==> src/rtl/core/lvs_pkg.sv <==
`timescale 1ns / 1ps
`default_nettype none

package lvs_pkg;

  // Command kinds on the result channel.
  localparam logic [1:0] KIND_HEAD  = 2'd0;
  localparam logic [1:0] KIND_TRUNC = 2'd1;
  localparam logic [1:0] KIND_FULL  = 2'd2;
  localparam logic [1:0] KIND_RAW   = 2'd3;

  localparam int unsigned EXP_BITS = 11;   // expectation bits kept before down-shift
  localparam int unsigned SHIFT_MAX = 6;   // 17-bit expectation minus EXP_BITS

  localparam logic [7:0]  DECAY_MAX     = 8'd254;
  localparam logic [7:0]  DECAY_MIN     = 8'd2;
  localparam logic [7:0]  TAIL_DECAY_TH = 8'd235;
  localparam logic [8:0]  CHUNK         = 9'd15;
  localparam logic [3:0]  SYM_MAX       = 4'd15;
  localparam logic [4:0]  ALPHA_FULL    = 5'd16;
  localparam logic [12:0] DIV_OFFSET    = 13'd256;
  localparam logic [15:0] SQ_ROUND      = 16'd128;

  // One classified item handed from the front to the back.
  typedef struct packed {
    logic [8:0] x;      // clamped value before rounding
    logic [8:0] xs;     // rounded value
    logic [8:0] ks;     // rounded bound
    logic [2:0] shift;  // down-shift amount
    logic [7:0] decay;  // head decay, capped
  } desc_t;

  typedef enum logic [1:0] {
    F_IDLE,
    F_DIV,
    F_PUSH
  } front_state_t;

  typedef enum logic [2:0] {
    B_IDLE,
    B_HEAD,
    B_RAW,
    B_SQ,
    B_CHUNK,
    B_TRAW
  } back_state_t;

endpackage

`default_nettype wire

==> src/rtl/core/lvs_in_if.sv <==
`timescale 1ns / 1ps
`default_nettype none

interface lvs_in_if;
  logic        valid;
  logic        ready;
  logic [8:0]  value;
  logic [16:0] expect_q8;
  logic [8:0]  bound;

  modport source(output valid, output value, output expect_q8, output bound, input ready);
  modport sink(input valid, input value, input expect_q8, input bound, output ready);
endinterface

`default_nettype wire

==> src/rtl/core/lvs_out_if.sv <==
`timescale 1ns / 1ps
`default_nettype none

interface lvs_out_if;
  logic        valid;
  logic        ready;
  logic [1:0]  kind;
  logic [3:0]  symbol;
  logic [6:0]  table_row;
  logic [4:0]  alphabet;
  logic [15:0] raw_value;
  logic [4:0]  raw_count;
  logic        last;

  modport source(output valid, output kind, output symbol, output table_row,
                 output alphabet, output raw_value, output raw_count, output last,
                 input ready);
  modport sink(input valid, input kind, input symbol, input table_row,
               input alphabet, input raw_value, input raw_count, input last,
               output ready);
endinterface

`default_nettype wire

==> src/rtl/core/laplace_value_symbolizer_core.sv <==
`timescale 1ns / 1ps
`default_nettype none

// Laplace value symbolizer. Each input item (value, expected magnitude in
// unsigned Q8, bound) becomes an ordered run of range-coder commands on the
// output channel: a head symbol, raw low bits when the expectation forces a
// down-shift, and for large values a tail of 15-symbol chunks with its own
// raw bits; the final command of an item carries last. An item that yields
// no command produces nothing on the output. The front stage clamps and
// rounds the inputs and computes the decay with a restoring divider that
// makes one quotient bit per cycle; it accepts an item, runs eight divide
// steps and then hands the item off, and takes the next item only once the
// hand-off, which waits while the queue is full, is done. A two-entry queue
// decouples it from the back stage, which emits one command per cycle while
// the output is taken. Besides emitting commands, the back stage picks up
// each item, passes through the head state without output when there is
// no head symbol, and for a tail runs up to four decay squaring steps and
// then sets up the chunks. The output is registered; while a finished
// command waits to be taken, the back stage can still pick up an item and
// square the decay, but holds its next command until the output is free.

module laplace_value_symbolizer_core #(
  parameter int unsigned MAX_BOUND = 511
) (
  input  wire logic   clk,
  input  wire logic   rst_n,
  lvs_in_if.sink      in_ch,
  lvs_out_if.source   out_ch
);

  logic           push_valid;
  lvs_pkg::desc_t push_data;
  logic           q_full;
  logic           q_pop;
  logic           q_valid;
  lvs_pkg::desc_t q_data;

  // Front: clamp, round and divide; one classified item per hand-off.
  lvs_front #(
    .MAX_BOUND(MAX_BOUND)
  ) u_front (
    .clk       (clk),
    .rst_n     (rst_n),
    .in_ch     (in_ch),
    .push_valid(push_valid),
    .push_data (push_data),
    .q_full    (q_full)
  );

  lvs_queue u_queue (
    .clk      (clk),
    .rst_n    (rst_n),
    .push     (push_valid),
    .push_data(push_data),
    .full     (q_full),
    .pop      (q_pop),
    .pop_valid(q_valid),
    .pop_data (q_data)
  );

  // Back: command sequencer with the registered output stage.
  lvs_back u_back (
    .clk    (clk),
    .rst_n  (rst_n),
    .q_valid(q_valid),
    .q_data (q_data),
    .q_pop  (q_pop),
    .out_ch (out_ch)
  );

endmodule

`default_nettype wire

==> src/rtl/core/lvs_front.sv <==
`timescale 1ns / 1ps
`default_nettype none

module lvs_front #(
  parameter int unsigned MAX_BOUND = 511
) (
  input  wire logic          clk,
  input  wire logic          rst_n,
  lvs_in_if.sink             in_ch,
  output logic               push_valid,
  output lvs_pkg::desc_t     push_data,
  input  wire logic          q_full
);

  lvs_pkg::front_state_t state_r, state_nxt;

  logic [8:0]  x_r, xs_r, ks_r;
  logic [2:0]  sh_r;
  logic [19:0] rem_r, rem_nxt;
  logic [12:0] div_r;
  logic [7:0]  q_r, q_nxt;
  logic [2:0]  cnt_r;

  logic        acc;
  logic [8:0]  kc, xc;
  logic [2:0]  sh;
  logic [5:0]  half;
  logic [17:0] e_sum;
  logic [11:0] e_rnd;
  logic [8:0]  k_rnd, x_rnd;
  logic [20:0] diff;
  logic        ge;

  assign acc = in_ch.valid && in_ch.ready;

  // Clamp, find the down-shift and round everything by it.
  always_comb begin
    kc = (in_ch.bound > 9'(MAX_BOUND)) ? 9'(MAX_BOUND) : in_ch.bound;
    xc = (in_ch.value > kc) ? kc : in_ch.value;
    sh = 3'd0;
    for (int i = 0; i < lvs_pkg::SHIFT_MAX; i++) begin
      if (in_ch.expect_q8[lvs_pkg::EXP_BITS + i]) begin
        sh = 3'(i + 1);
      end
    end
    half  = (sh == 3'd0) ? 6'd0 : (6'd1 << (sh - 3'd1));
    e_sum = {1'b0, in_ch.expect_q8} + 18'(half);
    e_rnd = 12'(e_sum >> sh);
    k_rnd = 9'(({1'b0, kc} + 10'(half)) >> sh);
    x_rnd = 9'(({1'b0, xc} + 10'(half)) >> sh);
  end

  // One restoring quotient bit per cycle.
  always_comb begin
    diff    = {1'b0, rem_r} - (21'(div_r) << cnt_r);
    ge      = !diff[20];
    rem_nxt = ge ? diff[19:0] : rem_r;
    q_nxt   = {q_r[6:0], ge};
  end

  always_comb begin
    state_nxt = state_r;
    case (state_r)
      lvs_pkg::F_IDLE: if (acc) state_nxt = lvs_pkg::F_DIV;
      lvs_pkg::F_DIV:  if (cnt_r == 3'd0) state_nxt = lvs_pkg::F_PUSH;
      lvs_pkg::F_PUSH: if (!q_full) state_nxt = lvs_pkg::F_IDLE;
      default:         state_nxt = lvs_pkg::F_IDLE;
    endcase
  end

  always_comb begin
    in_ch.ready      = (state_r == lvs_pkg::F_IDLE);
    push_valid       = (state_r == lvs_pkg::F_PUSH) && !q_full;
    push_data.x      = x_r;
    push_data.xs     = xs_r;
    push_data.ks     = ks_r;
    push_data.shift  = sh_r;
    push_data.decay  = (q_r > lvs_pkg::DECAY_MAX) ? lvs_pkg::DECAY_MAX : q_r;
  end

  always_ff @(posedge clk) begin
    if (!rst_n) begin
      state_r <= lvs_pkg::F_IDLE;
    end else begin
      state_r <= state_nxt;
    end
  end

  always_ff @(posedge clk) begin
    if (acc) begin
      x_r   <= xc;
      xs_r  <= x_rnd;
      ks_r  <= k_rnd;
      sh_r  <= sh;
      rem_r <= {e_rnd, 8'd0};
      div_r <= 13'(e_rnd) + lvs_pkg::DIV_OFFSET;
      q_r   <= 8'd0;
      cnt_r <= 3'd7;
    end else if (state_r == lvs_pkg::F_DIV) begin
      rem_r <= rem_nxt;
      q_r   <= q_nxt;
      cnt_r <= cnt_r - 3'd1;
    end
  end

endmodule

`default_nettype wire

==> src/rtl/core/lvs_queue.sv <==
`timescale 1ns / 1ps
`default_nettype none

module lvs_queue (
  input  wire logic          clk,
  input  wire logic          rst_n,
  input  wire logic          push,
  input  lvs_pkg::desc_t     push_data,
  output logic               full,
  input  wire logic          pop,
  output logic               pop_valid,
  output lvs_pkg::desc_t     pop_data
);

  lvs_pkg::desc_t mem_r [2];
  logic           wr_ptr_r, rd_ptr_r;
  logic [1:0]     cnt_r;

  assign full      = (cnt_r == 2'd2);
  assign pop_valid = (cnt_r != 2'd0);
  assign pop_data  = mem_r[rd_ptr_r];

  always_ff @(posedge clk) begin
    if (!rst_n) begin
      wr_ptr_r <= 1'b0;
      rd_ptr_r <= 1'b0;
      cnt_r    <= 2'd0;
    end else begin
      if (push) wr_ptr_r <= !wr_ptr_r;
      if (pop)  rd_ptr_r <= !rd_ptr_r;
      cnt_r <= cnt_r + 2'(push) - 2'(pop);
    end
  end

  always_ff @(posedge clk) begin
    if (push) mem_r[wr_ptr_r] <= push_data;
  end

endmodule

`default_nettype wire

==> src/rtl/core/lvs_back.sv <==
`timescale 1ns / 1ps
`default_nettype none

module lvs_back (
  input  wire logic          clk,
  input  wire logic          rst_n,
  input  wire logic          q_valid,
  input  lvs_pkg::desc_t     q_data,
  output logic               q_pop,
  lvs_out_if.source          out_ch
);

  lvs_pkg::back_state_t state_r, state_nxt;
  lvs_pkg::desc_t       d_r;

  logic [8:0] tx_r, tmax_r, cx_r, cm_r;
  logic [7:0] td_r;
  logic [2:0] tsh_r;

  logic        out_valid_r;
  logic [1:0]  kind_r;
  logic [3:0]  symbol_r;
  logic [6:0]  row_r;
  logic [4:0]  alpha_r;
  logic [15:0] rv_r;
  logic [4:0]  rc_r;
  logic        last_r;

  logic        out_free, emit, fire;
  logic [1:0]  c_kind;
  logic [3:0]  c_sym;
  logic [6:0]  c_row;
  logic [4:0]  c_alpha;
  logic [15:0] c_rv;
  logic [4:0]  c_rc;
  logic        c_last;

  logic        has_head, has_raw, has_tail;
  logic [5:0]  half;
  logic [6:0]  hmask;
  logic [9:0]  xsum;
  logic        sq_go;
  logic [15:0] sq;
  logic [7:0]  td_clamp;
  logic [8:0]  cx_n, cm_n;
  logic        cont;
  logic [8:0]  tmask;

  assign out_free = !out_valid_r || out_ch.ready;
  assign fire     = emit && out_free;
  assign q_pop    = (state_r == lvs_pkg::B_IDLE) && q_valid;

  always_comb begin
    has_head = (d_r.ks != 9'd0);
    has_raw  = (d_r.shift != 3'd0) && ((d_r.xs != 9'd0) || (d_r.shift > 3'd1));
    has_tail = (d_r.xs >= lvs_pkg::CHUNK) && (d_r.ks > lvs_pkg::CHUNK);
    half     = (d_r.shift == 3'd0) ? 6'd0 : (6'd1 << (d_r.shift - 3'd1));
    hmask    = (7'd1 << d_r.shift) - 7'd1;
    xsum     = {1'b0, d_r.x} + 10'(half);
    sq_go    = ((tmax_r >> tsh_r) >= lvs_pkg::CHUNK) && (td_r > lvs_pkg::TAIL_DECAY_TH);
    sq       = 16'(td_r) * 16'(td_r) + lvs_pkg::SQ_ROUND;
    td_clamp = (td_r > lvs_pkg::DECAY_MAX) ? lvs_pkg::DECAY_MAX :
               (td_r < lvs_pkg::DECAY_MIN) ? lvs_pkg::DECAY_MIN : td_r;
    cx_n     = (cx_r >= lvs_pkg::CHUNK) ? cx_r - lvs_pkg::CHUNK : 9'd0;
    cm_n     = (cm_r >= lvs_pkg::CHUNK) ? cm_r - lvs_pkg::CHUNK : 9'd0;
    cont     = (cx_r >= lvs_pkg::CHUNK) && (cm_n != 9'd0);
    tmask    = (9'd1 << tsh_r) - 9'd1;
  end

  // Command built in the current state.
  always_comb begin
    emit    = 1'b0;
    c_kind  = lvs_pkg::KIND_RAW;
    c_sym   = 4'd0;
    c_row   = 7'd0;
    c_alpha = 5'd0;
    c_rv    = 16'd0;
    c_rc    = 5'd0;
    c_last  = 1'b0;
    case (state_r)
      lvs_pkg::B_HEAD: begin
        emit    = has_head;
        c_kind  = lvs_pkg::KIND_HEAD;
        c_sym   = (d_r.xs >= lvs_pkg::CHUNK) ? lvs_pkg::SYM_MAX : d_r.xs[3:0];
        c_row   = 7'(({1'b0, d_r.decay} + 9'd1) >> 1);
        c_alpha = (d_r.ks >= lvs_pkg::CHUNK) ? lvs_pkg::ALPHA_FULL : 5'(d_r.ks + 9'd1);
        c_last  = !has_raw && !has_tail;
      end
      lvs_pkg::B_RAW: begin
        emit   = 1'b1;
        c_rv   = (d_r.xs == 9'd0) ? 16'(d_r.x) : 16'(xsum & {3'd0, hmask});
        c_rc   = (d_r.xs == 9'd0) ? 5'(d_r.shift - 3'd1) : 5'(d_r.shift);
        c_last = !has_tail;
      end
      lvs_pkg::B_CHUNK: begin
        emit   = 1'b1;
        c_sym  = (cx_r >= lvs_pkg::CHUNK) ? lvs_pkg::SYM_MAX : cx_r[3:0];
        c_row  = 7'(({1'b0, td_r} + 9'd1) >> 1);
        if ((cm_r != 9'd0) && (cm_r < lvs_pkg::CHUNK)) begin
          c_kind  = lvs_pkg::KIND_TRUNC;
          c_alpha = 5'(cm_r + 9'd1);
        end else begin
          c_kind  = lvs_pkg::KIND_FULL;
          c_alpha = lvs_pkg::ALPHA_FULL;
        end
        c_last = !cont && (tsh_r == 3'd0);
      end
      lvs_pkg::B_TRAW: begin
        emit   = 1'b1;
        c_rv   = 16'(tx_r & tmask);
        c_rc   = 5'(tsh_r);
        c_last = 1'b1;
      end
      default: emit = 1'b0;
    endcase
  end

  always_comb begin
    state_nxt = state_r;
    case (state_r)
      lvs_pkg::B_IDLE: if (q_valid) state_nxt = lvs_pkg::B_HEAD;
      lvs_pkg::B_HEAD: begin
        if (!has_head || fire) begin
          state_nxt = has_raw ? lvs_pkg::B_RAW :
                      has_tail ? lvs_pkg::B_SQ : lvs_pkg::B_IDLE;
        end
      end
      lvs_pkg::B_RAW: if (fire) state_nxt = has_tail ? lvs_pkg::B_SQ : lvs_pkg::B_IDLE;
      lvs_pkg::B_SQ:  if (!sq_go) state_nxt = lvs_pkg::B_CHUNK;
      lvs_pkg::B_CHUNK: begin
        if (fire && !cont) begin
          state_nxt = (tsh_r != 3'd0) ? lvs_pkg::B_TRAW : lvs_pkg::B_IDLE;
        end
      end
      lvs_pkg::B_TRAW: if (fire) state_nxt = lvs_pkg::B_IDLE;
      default:         state_nxt = lvs_pkg::B_IDLE;
    endcase
  end

  always_ff @(posedge clk) begin
    if (!rst_n) begin
      state_r     <= lvs_pkg::B_IDLE;
      out_valid_r <= 1'b0;
    end else begin
      state_r <= state_nxt;
      if (out_free) out_valid_r <= emit;
    end
  end

  always_ff @(posedge clk) begin
    if (fire) begin
      kind_r   <= c_kind;
      symbol_r <= c_sym;
      row_r    <= c_row;
      alpha_r  <= c_alpha;
      rv_r     <= c_rv;
      rc_r     <= c_rc;
      last_r   <= c_last;
    end
    if (q_pop) d_r <= q_data;
    case (state_r)
      lvs_pkg::B_HEAD: begin
        tx_r   <= d_r.xs - lvs_pkg::CHUNK;
        tmax_r <= d_r.ks - lvs_pkg::CHUNK;
        td_r   <= d_r.decay;
        tsh_r  <= 3'd0;
      end
      lvs_pkg::B_SQ: begin
        if (sq_go) begin
          td_r  <= sq[15:8];
          tsh_r <= tsh_r + 3'd1;
        end else begin
          td_r <= td_clamp;
          cx_r <= tx_r >> tsh_r;
          cm_r <= tmax_r >> tsh_r;
        end
      end
      lvs_pkg::B_CHUNK: begin
        if (fire) begin
          cx_r <= cx_n;
          cm_r <= cm_n;
        end
      end
      default: begin
      end
    endcase
  end

  always_comb begin
    out_ch.valid     = out_valid_r;
    out_ch.kind      = kind_r;
    out_ch.symbol    = symbol_r;
    out_ch.table_row = row_r;
    out_ch.alphabet  = alpha_r;
    out_ch.raw_value = rv_r;
    out_ch.raw_count = rc_r;
    out_ch.last      = last_r;
  end

endmodule

`default_nettype wire
==> src/flat_wrapper.sv <==
// flat-port wrapper written by rule: the top's interface ports become plain ports
module laplace_value_symbolizer_core_flat 
#(
  parameter int unsigned MAX_BOUND = 511
)
  (clk, rst_n, in_ch_valid, in_ch_value, in_ch_expect_q8, in_ch_bound, in_ch_ready, out_ch_valid, out_ch_kind, out_ch_symbol, out_ch_table_row, out_ch_alphabet, out_ch_raw_value, out_ch_raw_count, out_ch_last, out_ch_ready);
  lvs_in_if in_ch_i ();
  lvs_out_if out_ch_i ();
  input  wire logic clk;
  input  wire logic rst_n;
  input wire logic [$bits(in_ch_i.valid)-1:0] in_ch_valid;
  input wire logic [$bits(in_ch_i.value)-1:0] in_ch_value;
  input wire logic [$bits(in_ch_i.expect_q8)-1:0] in_ch_expect_q8;
  input wire logic [$bits(in_ch_i.bound)-1:0] in_ch_bound;
  output wire logic [$bits(in_ch_i.ready)-1:0] in_ch_ready;
  output wire logic [$bits(out_ch_i.valid)-1:0] out_ch_valid;
  output wire logic [$bits(out_ch_i.kind)-1:0] out_ch_kind;
  output wire logic [$bits(out_ch_i.symbol)-1:0] out_ch_symbol;
  output wire logic [$bits(out_ch_i.table_row)-1:0] out_ch_table_row;
  output wire logic [$bits(out_ch_i.alphabet)-1:0] out_ch_alphabet;
  output wire logic [$bits(out_ch_i.raw_value)-1:0] out_ch_raw_value;
  output wire logic [$bits(out_ch_i.raw_count)-1:0] out_ch_raw_count;
  output wire logic [$bits(out_ch_i.last)-1:0] out_ch_last;
  input wire logic [$bits(out_ch_i.ready)-1:0] out_ch_ready;
  assign in_ch_i.valid = in_ch_valid;
  assign in_ch_i.value = in_ch_value;
  assign in_ch_i.expect_q8 = in_ch_expect_q8;
  assign in_ch_i.bound = in_ch_bound;
  assign in_ch_ready = in_ch_i.ready;
  assign out_ch_valid = out_ch_i.valid;
  assign out_ch_kind = out_ch_i.kind;
  assign out_ch_symbol = out_ch_i.symbol;
  assign out_ch_table_row = out_ch_i.table_row;
  assign out_ch_alphabet = out_ch_i.alphabet;
  assign out_ch_raw_value = out_ch_i.raw_value;
  assign out_ch_raw_count = out_ch_i.raw_count;
  assign out_ch_last = out_ch_i.last;
  assign out_ch_i.ready = out_ch_ready;
  laplace_value_symbolizer_core #(.MAX_BOUND(MAX_BOUND)) u_core (.clk(clk), .rst_n(rst_n), .in_ch(in_ch_i), .out_ch(out_ch_i));
endmodule
==> config.mk <==
export PLATFORM = sky130hd
export DESIGN_NAME = laplace_value_symbolizer_core_flat
export DESIGN_NICKNAME = d
export VERILOG_FILES = /design/src/rtl/core/lvs_pkg.sv /design/src/rtl/core/lvs_in_if.sv /design/src/rtl/core/lvs_out_if.sv /design/src/rtl/core/laplace_value_symbolizer_core.sv /design/src/rtl/core/lvs_front.sv /design/src/rtl/core/lvs_queue.sv /design/src/rtl/core/lvs_back.sv /design/src/flat_wrapper.sv
export SDC_FILE = /design/constraint.sdc
export NUM_CORES = 1
export LEC_CHECK = 0
export BUFFER_PORTS_ARGS = -buffer_cell sky130_fd_sc_hd__buf_2
export CAP_MARGIN = 0
export CORE_UTILIZATION = 25
export DETAILED_ROUTE_END_ITERATION = 10
export HOLD_SLACK_MARGIN = 0.02
export PLACE_DENSITY = 0.38
export SLEW_MARGIN = 30
export SYNTH_ARGS = -nofsm -noshare
export SYNTH_HDL_FRONTEND = slang
export SYNTH_SLANG_ARGS = --single-unit
export TNS_END_PERCENT = 10
==> constraint.sdc <==
create_clock -name clk -period 15.9 [get_ports clk]
set_input_delay 1.59 -clock clk [delete_from_list [all_inputs] [get_ports clk]]
set_output_delay 1.59 -clock clk [all_outputs]
set_load 0.005 [all_outputs]
# [Yosys cells after proc, flatten, opt, wreduce, memory -nomap -nowiden]
# Memory sizes are Yosys's and may differ from the RTL's. A register that Yosys moved wholly into a read port is not among the register bits.
# Index checks and enable logic that the tools add are counted.
[classes] n_bitwise=3 n_reduce_logical=49 n_mul=1 addsub=24 n_mux=59 shift=10 n_eq_ne=21 magnitude_cmp=14
[ops] cell="$mux W9" n=8
[ops] cell="$mux W20" n=3
[ops] cell="$ge A9 B4 Y1 const B" n=5
[ops] cell="$mux W3" n=14
[ops] cell="$pmux W9 S2" n=2
[ops] cell="$reduce_bool A9 Y1" n=4
[ops] cell="$sub A9 B4 Y9 const B" n=4
[ops] cell="$mux W8" n=4
[ops] cell="$add A9 B6 Y10" n=3
[ops] cell="$gt A8 B8 Y1 const B" n=3
[ops] cell="$ne A2 B2 Y1 const B" n=11
[ops] cell="$shl A13 B3 Y21" n=1
[ops] cell="$sub A20 B21 Y21" n=1
[ops] cell="$pmux W10 S2" n=1
[ops] cell="$pmux W5 S2" n=2
[ops] cell="$shr A10 B3 Y9" n=2
[ops] cell="$add A17 B6 Y18" n=1
[ops] cell="$pmux W3 S6" n=1
[ops] cell="$shr A18 B3 Y12" n=1
[ops] cell="$shr A9 B3 Y9" n=2
[ops] cell="$add A16 B8 Y16 const B" n=1
[ops] cell="$add A8 B1 Y8 const B" n=2
[ops] cell="$mul A8 B8 Y16" n=1
[ops] cell="$pmux W8 S2" n=1
[ops] cell="other kinds (53)" n=103
[totals] ramBits=76 wordCells=210 mem_count=1 regBits=171
[memory_table] memory="u_core.u_queue.mem_r" depth=2 word_bits=38 rd=1 rd_ports_with_merged_regs=1 write_ports=1 line_no="lvs_queue.sv:15" source="lvs_pkg::desc_t mem_r [2];"

# [Depth between registers and ports, before layout]
# Gate-level depths: netlist (run 1).
[depth] ltp_word=12 mapped_depth=21 depth_no_buf=19

# [Cells and area by module]
# From an unflattened synthesis (run 1), not the netlist that was laid out.
[unflattened] hier_cells=1756 hier_area_um2=18622.9
[by_module_without_submodules] module="lvs_back" area_per_inst_um2=8570.7 instances=1 cells_each=809
[by_module_without_submodules] module="lvs_front" area_per_inst_um2=7000.5 instances=1 cells_each=808
[by_module_without_submodules] module="lvs_queue" area_per_inst_um2=3051.7 instances=1 cells_each=139

# [Worst setup path after synthesis (run 1)]
# Ideal clock, no wire load.
[synth_path] path_kind="flip-flop to flip-flop" startpoint="reg u_core.u_back.state_r[1]" endpoint="reg u_core.u_queue.cnt_r[1]" stages_incl_launch_ff=9 period_less_slack_ps=5779 t_required_ps=15783 path_slack_ps=10121 t_arrival_ps=5661 path_cell_list="dfxtp_1 -> clkbuf_1 -> nor4_1 -> ha_1 -> inv_1 -> ha_1 -> xor2_1 -> xnor2_1 -> nor2_1"
[synth_via] elab_chain_len=3
[synth_rtl] element="start, declared" line_no="lvs_back.sv:13" source="lvs_pkg::back_state_t state_r, state_nxt;"
[synth_rtl] element="start signal, assigned" line_no="lvs_back.sv:142" source="state_r <= lvs_pkg::B_IDLE;"
[synth_rtl] element="start signal, assigned" line_no="lvs_back.sv:145" source="state_r <= state_nxt;"
[synth_rtl] element="$logic_not A3 Y1" line_no="lvs_back.sv:51" source="assign q_pop = (state_r == lvs_pkg::B_IDLE) && q_valid;"
[synth_rtl] element="$logic_and A1 B1 Y1" line_no="lvs_back.sv:51"
[synth_rtl] element="named net u_core.q_pop" line_no="laplace_value_symbolizer_core.sv:34" source="logic q_pop;"
[synth_rtl] element="$sub A2 B1 Y2" line_no="lvs_queue.sv:31" source="cnt_r <= cnt_r + 2'(push) - 2'(pop);"
[synth_rtl] element="end signal, assigned" line_no="lvs_queue.sv:31"
[synth_rtl] element="end, declared" line_no="lvs_queue.sv:17" source="logic [1:0] cnt_r;"
# The timed path passes the listed nets, and every way through them passes these cells.
# A chain may end at the register's enable or synchronous reset.

# [Final worst setup path (run 1)]
[layout_path] startpoint="in in_ch_bound[6]" endpoint="reg u_core.u_front.xs_r[2], data pin"
[layout_via] elab_chain_len=6
[layout_rtl] element="start, declared" line_no="flat_wrapper.sv:14" source="input wire logic [$bits(in_ch_i.bound)-1:0] in_ch_bound;"
[layout_rtl] element="$gt A9 B9 Y1" line_no="lvs_front.sv:38" source="kc = (in_ch.bound > 9'(MAX_BOUND)) ? 9'(MAX_BOUND) : in_ch.bound;"
[layout_rtl] element="$mux W9 *" line_no="lvs_front.sv:38"
[layout_rtl] element="$gt A9 B9 Y1" line_no="lvs_front.sv:39" source="xc = (in_ch.value > kc) ? kc : in_ch.value;"
[layout_rtl] element="$mux W9 *" line_no="lvs_front.sv:39"
[layout_rtl] element="named net u_core.u_front.xc[0]" line_no="lvs_front.sv:25" source="logic [8:0] kc, xc;"
[layout_rtl] element="$add A9 B6 Y10 *" line_no="lvs_front.sv:50" source="x_rnd = 9'(({1'b0, xc} + 10'(half)) >> sh);"
[layout_rtl] element="$shr A10 B3 Y9 *" line_no="lvs_front.sv:50"
[layout_rtl] element="named net u_core.u_front.x_rnd[2]" line_no="lvs_front.sv:30" source="logic [8:0] k_rnd, x_rnd;"
[layout_rtl] element="end signal, assigned" line_no="lvs_front.sv:92" source="xs_r <= x_rnd;"
[layout_rtl] element="end, declared" line_no="lvs_front.sv:17" source="logic [8:0] x_r, xs_r, ks_r;"
# Mark *: on every way through the listed nets, which the timed path passes. The rest lies on a longest branch.

==> results of run 1 <==
[report_power, final]
group	internal (uW)	total [uW]	leakage (uW)	switching [uW]
combinational	698	1610	0.00478	916
clock	502	811	0.000573	309
sequential	1010	1150	0.00256	137
total	2210	3570	0.00790	1360
[Yosys cell counts (8+ instances only)]
cell type and number:
o21ai_1 9, nor4_1 9, nand2_1 152, nor3_1 18
buf_2 16, a21oi_1 92, inv_1 90, and3_1 13
nand3_1 44, a31oi_1 11, nand2b_1 22, clkbuf_1 64
ha_1 111, o21bai_1 9, a21o_1 30, o21a_1 10
a32oi_1 8, dfxtp_1 29, edfxtp_1 248, nor2_1 106
nand4_1 11, o211ai_1 16, o21ai_0 73, mux2i_1 51
mux2_2 53, a211oi_1 19, o22ai_1 28, o31ai_1 9
or3_1 13, nor2b_1 17, buf_4 13, xor2_1 42
xnor2_1 59, mux4_2 11, and2_1 40, fa_1 27
[metrics by stage]
step	util	hold WS [ns]
6_report	0.288	0.445
2_1_floorplan	-	0.421
5_1_grt	0.288	0.462
3_3_place_gp	0.271	0.430
4_1_cts	0.288	0.448
3_5_place_dp	0.271	0.434
[worst min-delay path by stage]
stage / from / slack, ns / cells after the start / to
finish: u_core.u_front.sh_r[1] / 0.45 / 0 / u_core.u_queue.mem_r[1][9]
global route: u_core.u_front.x_r[2] / 0.46 / 0 / u_core.u_queue.mem_r[1][31]
CTS: u_core.u_front.sh_r[1] / 0.45 / 0 / u_core.u_queue.mem_r[1][9]
detailed placement: u_core.u_front.sh_r[1] / 0.43 / 0 / u_core.u_queue.mem_r[1][9]
global placement: u_core.u_front.x_r[2] / 0.43 / 0 / u_core.u_queue.mem_r[0][31]
floorplan: u_core.u_front.sh_r[2] / 0.42 / 0 / u_core.u_queue.mem_r[0][10]
[routing by layer]
metal / GRT usage / vias up / wire (um)
met5: 0 / - / 0
met4: 0.0354 / 0 / 968
met3: 0.0166 / 60 / 1260
li1: - / 6343 / -
met2: 0.202 / 182 / 21300
met1: 0.169 / 6089 / 22200
[cell families (layout without fill, tap and decap cells)]
kind of cell,Yosys count,count (layout)
xor+xnor,101,101
simple gates,474,474
compound gates,401,401
mux,117,117
other cells,1,7
flops,277,277
fa+ha+maj,138,138
buf+inv,197,250
[layout make-up]
cell class                 count  area [sq um]
multi-input combinational   1238          9280
tap                          950          1190
clock inverter                13           173
clock buffer                  50           995
fill                        7384         50900
inverter                      94           358
timing repair buffer          93           551
sequential                   277          8030
[worst max-delay path, delay by kind of cell]
| kind | cells | cell delay [ns] |
|---|---|---|
| compound gates | 9 | 1.88 |
| simple gates | 1 | 0.11 |
| xor+xnor | 1 | 0.16 |
| buf+inv | 4 | 0.55 |
| fa+ha+maj | 3 | 0.91 |
| mux | 2 | 0.41 |
[state kept, by name, summed over array words and instances, names as in the netlist, 3 cells and up]
name and flops:
u_core.u_front.x_r 9, u_core.u_back.state_r 3, u_core.u_front.q_r 8, u_core.u_front.div_r 13, u_core.u_back.cx_r 9, u_core.u_back.cm_r 9
u_core.u_back.d_r 38, u_core.u_front.rem_r 20, u_core.u_back.tmax_r 9, u_core.u_back.out_ch.raw_count 4, u_core.u_front.xs_r 9, u_core.u_back.tsh_r 3
u_core.u_front.sh_r 3, u_core.u_queue.mem_r 76, u_core.u_back.out_ch.alphabet 5, u_core.u_back.tx_r 9, u_core.u_back.out_ch.table_row 7, u_core.u_front.ks_r 9
u_core.u_back.out_ch.symbol 4, u_core.u_front.cnt_r 3, u_core.u_back.out_ch.raw_value 9, u_core.u_back.td_r 8
==> flow_summary.ini, run 1 <==
[floorplan]
die_width_um = 271
die_height_um = 271
boundaryPins = 81
floorplan.rows = 98
start_util = 0.253
coreArea_sq_um = 71500
floorplan.die_area_sq_um = 73400

[clock_tree]
cts_tree = yes
post_cts.resized_instances = 0
ctsHtreeMaxLevel = 2
clkSlewWorstSetupHoldPaths_ns = 0.05
hold_bufs_inserted_after_cts = 0
postCtsSetupBuffers = 0
clk-insertion-delay-late_ns = 0.54
ctsLongestPathBuffers = 3
clkSinkCount = 277
clk_root_buffer_cell = clkbuf_16
numCtsBuffers = 36

[routing]
total_wirelength_of_the_detailed_routed_design_mm = 45.7
drcViolationCount = 0
avgViaCountPerCell = 4.67
drt.antenna.violating_nets = 0
firstDrtPassIters = 5
number_of_vias_after_detailed_routing = 12674
detailed_route_wire_length_per_cell_um = 16.8
first_iter_violations = 700

[placed_design]
place_congestion = 0.810
portBuffers = 73
dpl.cell_count = 2651
hpwl_mm = 34.0
preCtsSetupSlack_ns = 10.02
post_detailed_placement_cell_area_sq_um = 19400

[sta]
total_of_endpoints_with_negative_setup_slack_in_the_final_report = 0
final.period_utilization = 0.339
max_freq_ghz = 0.186
fin_tns_setup_ns = 0
grt_setup_unrepaired = no
worst-slew-pin-transition_ns = 0.967
timing.max_slew.rel_slack = 0.346
setup_slack_of_the_critical_path_after_layout_ns = 10.52
max_slew_violation_count = 0
finalCriticalPeriod_ns = 5.38
worst_clock_skew_ns = 0.0248
final-hold-violation-count = 0

[synthesis]
synth_cells = 1706
synthAdderAreaFrac = 0.107
post_synthesis_mux_area_share = 0.0765
syn-cell-area_sq_um = 18100
synth-async-reset-ratio = 0
synth_compound_area_frac = 0.150
postSynth.topFlopCell = edfxtp_1
synth_warnings = 0
synth_area_leader_cell = edfxtp_1
top_cells_by_area_synth = edfxtp_1, ha_1, mux2_2, dfxtp_1, nand2_1
synth_top_family_by_area = compound AO/OA/AOI/OAI gates
synth-seq-cells = 277
synth_seq_area_share = 0.444
synth_simple_gate_area_share = 0.128
synth-edff-count = 248
synthXorXnorAreaFrac = 0.0489
netlist_cell_types = 94
synth_area_per_cell_sq_um = 10.6
synthDominantCellAreaShare = 0.412

[setup_path]
arrival_ns = 5.62
slowest_cell_on_the_critical_path = a21oi_1
timing.critical_path.from_type = input pin
worstReg2RegStart = u_core.u_back.td_r[3]
register_to_register_setup_slack_ns = 11.04
setup.worst_path.end = u_core.u_front.xs_r[2]
cp-end-kind = flip-flop
path_cells = buf_2 > inv_1 > ha_1 > a21o_1 > a21o_1 > a21o_1 > o21bai_1 > buf_4 > mux2_2 > ha_1 > inv_1 > fa_1 > nor2b_1 > o21ai_0 > a21oi_1 > o21bai_1 > mux2i_1 > xor2_1 > a2111oi_0 > a211oi_1
worst_ep_required_time_ns = 16.14
worst-path-max-fanout = 18
crit_path_frequent_cell = a21o_1
r2r.worst_path.cells = 18
crit_path_max_incr_delay_ns = 0.42
worstSetupPathType = in2reg
r2r_end = u_core.u_back.td_r[4]
cp-startpoint = in_ch_bound[6]

[flow_run]
max_cap_viol_count = 0

[cells_and_area]
final_design_area_no_fill_sq_um = 20600
antenna-diode-count = 0
layout.cells.most_common_list = edfxtp_1, nand2_1, ha_1, nor2_1, a21oi_1
drive_above_1_share = 0.135
layout_commonest_cell = edfxtp_1
layout.nets = 1917
instances_no_fill = 2715
area_overhead_of_the_layout_relative_to_synthesis_pct = 13.7

[power]
finalPower_uw = 3570
power_per_cell_area_nw_per_um2 = 174
peakVddDrop_uv = 104
power.static_leakage_uw = 0.00790

[grt]
grt_first_pass_wirelength_mm = 72.8
first_global_vias = 12689
groute.usage.overall = 0.123
grt_max_degree = 48
grt_antenna_before_repair = 0
grt_total_ovfl = 0

[outcome]
result_of_the_run = finished clean

[worst_hold_path]
worstHoldPathType = reg2reg
No activity file was read; power rests on OpenSTA's default activity.
==> inputs of run 2 (changes only) <==
Settings changed: ABC_AREA from default to 1, PLACE_DENSITY 0.38 to 0.4.
Clock period 15.9 ns to 4.6 ns, I/O delays scaled along.
==> run 2 against run 1 <==
Against the previous run: setup slack worse by 10 ns; wire length down 0.70%; core utilization up 0.32 points; non-clock buffer count up 13.
==> flow_summary.ini, run 2 <==
[routing]
number_of_vias_after_detailed_routing = 13876
avgViaCountPerCell = 4.45
drt.antenna.violating_nets = 0
detailed_route_wire_length_per_cell_um = 14.5
firstDrtPassIters = 5
drcViolationCount = 0
first_iter_violations = 777
total_wirelength_of_the_detailed_routed_design_mm = 45.4

[clock_tree]
hold_bufs_inserted_after_cts = 0
ctsHtreeMaxLevel = 2
clkSinkCount = 277
clkSlewWorstSetupHoldPaths_ns = 0.07
ctsLongestPathBuffers = 3
cts_tree = yes
numCtsBuffers = 35
clk-insertion-delay-late_ns = 0.54
clk_root_buffer_cell = clkbuf_16

[sta]
worst_clock_skew_ns = 0.0194
max_slew_violation_count = 0
timing.max_slew.rel_slack = 0.436
total_of_endpoints_with_negative_setup_slack_in_the_final_report = 0
max_freq_ghz = 0.231
fin_tns_setup_ns = 0
finalCriticalPeriod_ns = 4.33
final-hold-violation-count = 0
final.period_utilization = 0.941
grt_setup_unrepaired = no
worst-slew-pin-transition_ns = 0.845
timing.hold.ws_ns = 0.221
setup_slack_of_the_critical_path_after_layout_ns = 0.273

[grt]
groute.usage.overall = 0.124
grt_total_ovfl = 0
met1_usage = 0.166
met3_usage = 0.0177
grt_antenna_before_repair = 0
grt_use_met2 = 0.208
first_global_vias = 13802
grt_max_degree = 42
grt_busiest_layer = met2
grt_first_pass_wirelength_mm = 73.6

[floorplan]
die_height_um = 270
floorplan.die_area_sq_um = 72800
floorplan.rows = 97
die_width_um = 270
coreArea_sq_um = 70500
boundaryPins = 81
start_util = 0.254

[synthesis]
synthMostInstantiatedCell = nand2_1
synth-seq-cells = 277
yosys-top-cells-count = nand2_1, edfxtp_1, inv_1
synth_warnings = 0
synth-edff-count = 248
syn-cell-area_sq_um = 17900
postSynth.topFlopCell = edfxtp_1
netlist_cell_types = 67
synth-async-reset-ratio = 0
synth_seq_area_share = 0.448
synthDominantCellAreaShare = 0.416
synth_area_per_cell_sq_um = 8.57
synth_area_leader_cell = edfxtp_1
synth_cells = 2092
top_cells_by_area_synth = edfxtp_1, nand2_1, ha_1, inv_1, nand3_1

[cells_and_area]
finalCoreUtilization = 0.291
layout.nets = 2330
drive_above_1_share = 0.108
fill_cells = 7488
biggestRegsByFlops = u_core.u_queue.mem_r x76, u_core.u_back.d_r x38, u_core.u_front.rem_r x20
regMostFlops = u_core.u_queue.mem_r
flip_flop_count_of_the_largest_register_all_copies_and_words_added = 76
antenna-diode-count = 0
layout.cells.most_common_list = nand2_1, edfxtp_1, inv_1, nand3_1, o21ai_0
layout_commonest_cell = nand2_1
area_overhead_of_the_layout_relative_to_synthesis_pct = 14.5

[setup_path]
arrival_ns = 4.63
worstSetupPathType = reg2reg
worst-path-max-fanout = 9
timing.critical_path.from_type = flip-flop
cp-end-kind = flip-flop
worst_ep_required_time_ns = 4.90

[placed_design]
place_congestion = 0.854
portBuffers = 73
hpwl_mm = 34.9
preCtsSetupSlack_ns = 0.224

[power]
finalPower_uw = 11800
power.static_leakage_uw = 0.00899
peakVddDrop_uv = 360
power_per_cell_area_nw_per_um2 = 574

[outcome]
result_of_the_run = finished clean

[flow_run]
max_cap_viol_count = 0

[worst_hold_path]
worstHoldPathType = in2reg
run 2: what timing repair did:
action | 4_1_cts | 5_1_grt
setup endpoints to repair | 0 | 4
setup buffers | 0 | 5
gates resized for setup | 0 | 2
run 2: worst max-delay path, cell delays in order, from the launching register on:
cell      delay, ns
edfxtp_1       0.53
nand2_1        0.12
inv_1          0.09
fa_1           0.52
fa_1           0.52
fa_1           0.52
fa_1           0.50
ha_1           0.37
nand2_1        0.10
o21ai_1        0.21
a21o_1         0.14
nand2_1        0.05
nand2_1        0.12
a21oi_1        0.08
o21ai_0        0.14
nand2_1        0.07
run 2: power breakdown:
group          switching [uW]  internal, uW  leakage [uW]
Clock                    1110          1650      0.000561
Sequential                299          3430       0.00256
Combinational            3360          1940       0.00587
Total                    4760          7020       0.00899
run 2: layer usage:
metal	wire [um]	vias up
met5	0	-
met4	944	0
li1	-	7116
met2	21000	229
met3	1530	58
met1	21900	6473
run 2: worst paths after layout:
| check | from | cells after the start | slack, ns | endpoint |
|---|---|---|---|---|
| worst max-delay path | u_core.u_back.td_r[7] | 15 | 0.27 | u_core.u_back.td_r[7] |
| worst min-delay path | rst_n | 3 | 0.22 | u_core.u_queue.cnt_r[0] |
| worst max register to register | u_core.u_back.td_r[7] | 15 | 0.27 | u_core.u_back.td_r[7] |
| worst min register to register | u_core.u_front.xs_r[8] | 0 | 0.45 | u_core.u_queue.mem_r[1][28] |
run 2: area by class of cell:
class / instances / area [sq um] / share of cell area
Timing Repair Buffer: 106 / 633 / 0.0309
Clock inverter: 16 / 153 / 0.00744
Inverter: 242 / 913 / 0.0445
Clock buffer: 47 / 1000 / 0.0489
Tap cell: 940 / 1180 / 0.0573
Sequential cell: 277 / 8030 / 0.391
Multi-Input combinational cell: 1491 / 8610 / 0.420
run 2: logic make-up after synthesis:
family,count (synthesis),share of synthesized area
compound gates,320,0.102
xor+xnor,74,0.0362
fa+ha+maj,138,0.108
buf+inv,330,0.0748
flops,277,0.448
mux,9,0.00503
other cells,1,0.000209
simple gates,943,0.226
run 2: per-stage QoR:
step / cell area, sq um / instances
2_1_floorplan: 17900 / 2098
3_3_place_gp: 19300 / 3050
3_5_place_dp: 19300 / 3050
4_1_cts: 20400 / 3113
5_1_grt: 20500 / 3119
6_report: 20500 / 3119
==> inputs of run 3 (changes only) <==
Settings changed: BUFFER_PORTS_ARGS -buffer_cell sky130_fd_sc_hd__buf_2 to -buffer_cell sky130_fd_sc_hd__buf_4.
Clock period 4.6 ns to 3.64 ns, I/O delays scaled along.
==> run 3 against run 2 <==
Against the previous run: the flow now finishes with violations (negative setup slack); core utilization grew 1.4 points; sequential share of layout area fell by 1.9 points; first-iteration DRC count decreased by 4.5%; count of clock-buffer cells in the layout shrank 2; combinational power grew 59%; global-route usage up 0.23 points; maximum frequency increased by 6.5%; die area unchanged; sequential power grew 26%; clock skew about the same; largest cell class unchanged; largest power group unchanged.
==> flow_summary.ini, run 3 (synthesized netlist as in run 2, its figures left out) <==
[outcome]
result_of_the_run = complete, but fails checks
failed_checks = negative setup slack

[flow_run]
max_cap_viol_count = 0

[grt]
grt_total_ovfl = 0
grt_use_met2 = 0.213
grt_first_pass_wirelength_mm = 75.2
grt_busiest_layer = met2
grt_max_degree = 42
first_global_vias = 14136
met1_usage = 0.168
groute.usage.overall = 0.127
met3_usage = 0.0192
grt_antenna_before_repair = 0

[floorplan]
start_util = 0.254
boundaryPins = 81
die_width_um = 270
floorplan.rows = 97
floorplan.die_area_sq_um = 72800
die_height_um = 270
coreArea_sq_um = 70500

[sta]
total_of_endpoints_with_negative_setup_slack_in_the_final_report = 8
worst_clock_skew_ns = 0.0194
worst-slew-pin-transition_ns = 0.756
max_freq_ghz = 0.246
setup_slack_of_the_critical_path_after_layout_ns = -0.424
final.period_utilization = 1.12
max_slew_violation_count = 0
fin_tns_setup_ns = -2.77
finalCriticalPeriod_ns = 4.06
final-hold-violation-count = 0
grt_setup_unrepaired = yes
timing.max_slew.rel_slack = 0.495

[setup_path]
crit_path_max_incr_delay_ns = 0.61
timing.critical_path.from_type = flip-flop
arrival_ns = 4.34
worstSetupPathType = reg2reg
worst_ep_required_time_ns = 3.91
path_cells = buf_6 > nand2_2 > inv_1 > ha_1 > or2_4 > fa_1 > fa_1 > fa_1 > ha_4 > a21oi_1 > o21ai_1 > o21bai_4 > nand2_1 > nand2_1 > xnor2_1 > o21ai_1
register_to_register_setup_slack_ns = -0.42
cp-end-kind = flip-flop
slowest_cell_on_the_critical_path = fa_1
worst-path-max-fanout = 4
crit_path_frequent_cell = fa_1

[cells_and_area]
fill_cells = 7481
antenna-diode-count = 0
layout_commonest_cell = nand2_1
area_overhead_of_the_layout_relative_to_synthesis_pct = 20.2
layout.nets = 2418
drive_above_1_share = 0.152
flip_flop_count_of_the_largest_register_all_copies_and_words_added = 76
layout.cells.most_common_list = nand2_1, edfxtp_1, inv_1, buf_4, nand3_1
finalCoreUtilization = 0.305
biggestRegsByFlops = u_core.u_queue.mem_r x76, u_core.u_back.d_r x38, u_core.u_front.rem_r x20
regMostFlops = u_core.u_queue.mem_r

[power]
finalPower_uw = 16600
power_per_cell_area_nw_per_um2 = 772
peakVddDrop_uv = 695
power.static_leakage_uw = 0.00951

[clock_tree]
ctsHtreeMaxLevel = 2
clk_root_buffer_cell = clkbuf_16
numCtsBuffers = 34
ctsLongestPathBuffers = 3
clkSinkCount = 277
clkSlewWorstSetupHoldPaths_ns = 0.06
cts_tree = yes
clk-insertion-delay-late_ns = 0.53

[placed_design]
preCtsSetupSlack_ns = -0.486
place_congestion = 0.852
portBuffers = 73
hpwl_mm = 35.5

[routing]
detailed_route_wire_length_per_cell_um = 14.3
total_wirelength_of_the_detailed_routed_design_mm = 45.9
first_iter_violations = 742
drt.antenna.violating_nets = 0
avgViaCountPerCell = 4.39
number_of_vias_after_detailed_routing = 14058
drcViolationCount = 0
firstDrtPassIters = 7

[worst_hold_path]
worstHoldPathType = in2reg
-- run 3: report_power, final --
| part | internal, uW | switching (uW) | total (uW) |
|---|---|---|---|
| Clock | 2200 | 1320 | 3520 |
| Sequential | 4330 | 357 | 4690 |
| Combinational | 3690 | 4740 | 8430 |
| Total | 10200 | 6420 | 16600 |
-- run 3: area by class of cell --
cell class | count | area [sq um] | share of cell area
clock buffers | 45 | 955 | 0.0443
multi-input cells | 1491 | 8780 | 0.408
flip-flops and latches | 277 | 8030 | 0.373
clock inverters | 14 | 198 | 0.00918
inverters | 242 | 913 | 0.0424
well taps | 940 | 1180 | 0.0546
repair buffers | 195 | 1490 | 0.0692
-- run 3: worst paths after layout --
path,from,endpoint,cells past startpoint
setup / recovery,u_core.u_back.td_r[4],u_core.u_back.td_r[6],16
setup reg to reg,u_core.u_back.td_r[4],u_core.u_back.td_r[6],16
hold reg to reg,u_core.u_front.x_r[3],u_core.u_queue.mem_r[1][32],0
hold / removal,rst_n,u_core.u_queue.cnt_r[0],3
-- run 3: what timing repair did --
action                                  4_1_cts  5_1_grt
hold endpoints to repair                      0        0
endpoints found under the setup margin        8       38
buffers inserted                              6        1
hold buffers                                  0        0
resized for setup                            11       20
pin swaps                                    21       12
-- run 3: per-layer routing --
metal,vias up,share of wire
met4,0,0.021
met3,52,0.033
met1,6512,0.48
met2,203,0.47
li1,7291,-
met5,-,0
-- run 3: metrics by stage --
step / cell area, sq um / instances / hold slack [ns]
floorplan: 18000 / 2098 / 0.421
CTS: 21400 / 3203 / 0.0746
detailed placement: 20200 / 3139 / 0.435
global placement: 20200 / 3139 / 0.427
finish: 21500 / 3204 / 0.102
global route: 21500 / 3204 / 0.0879
-- run 3: critical path, delay by kind of cell, from the launching register on --
kind	cells	cell delay, ns
buffers and inverters	2	0.21
AO/OA/AOI/OAI	4	0.53
adder cells (fa/ha/maj)	5	1.99
XOR/XNOR	1	0.15
AND/OR/NAND/NOR	4	0.44
flip-flops	1	0.46
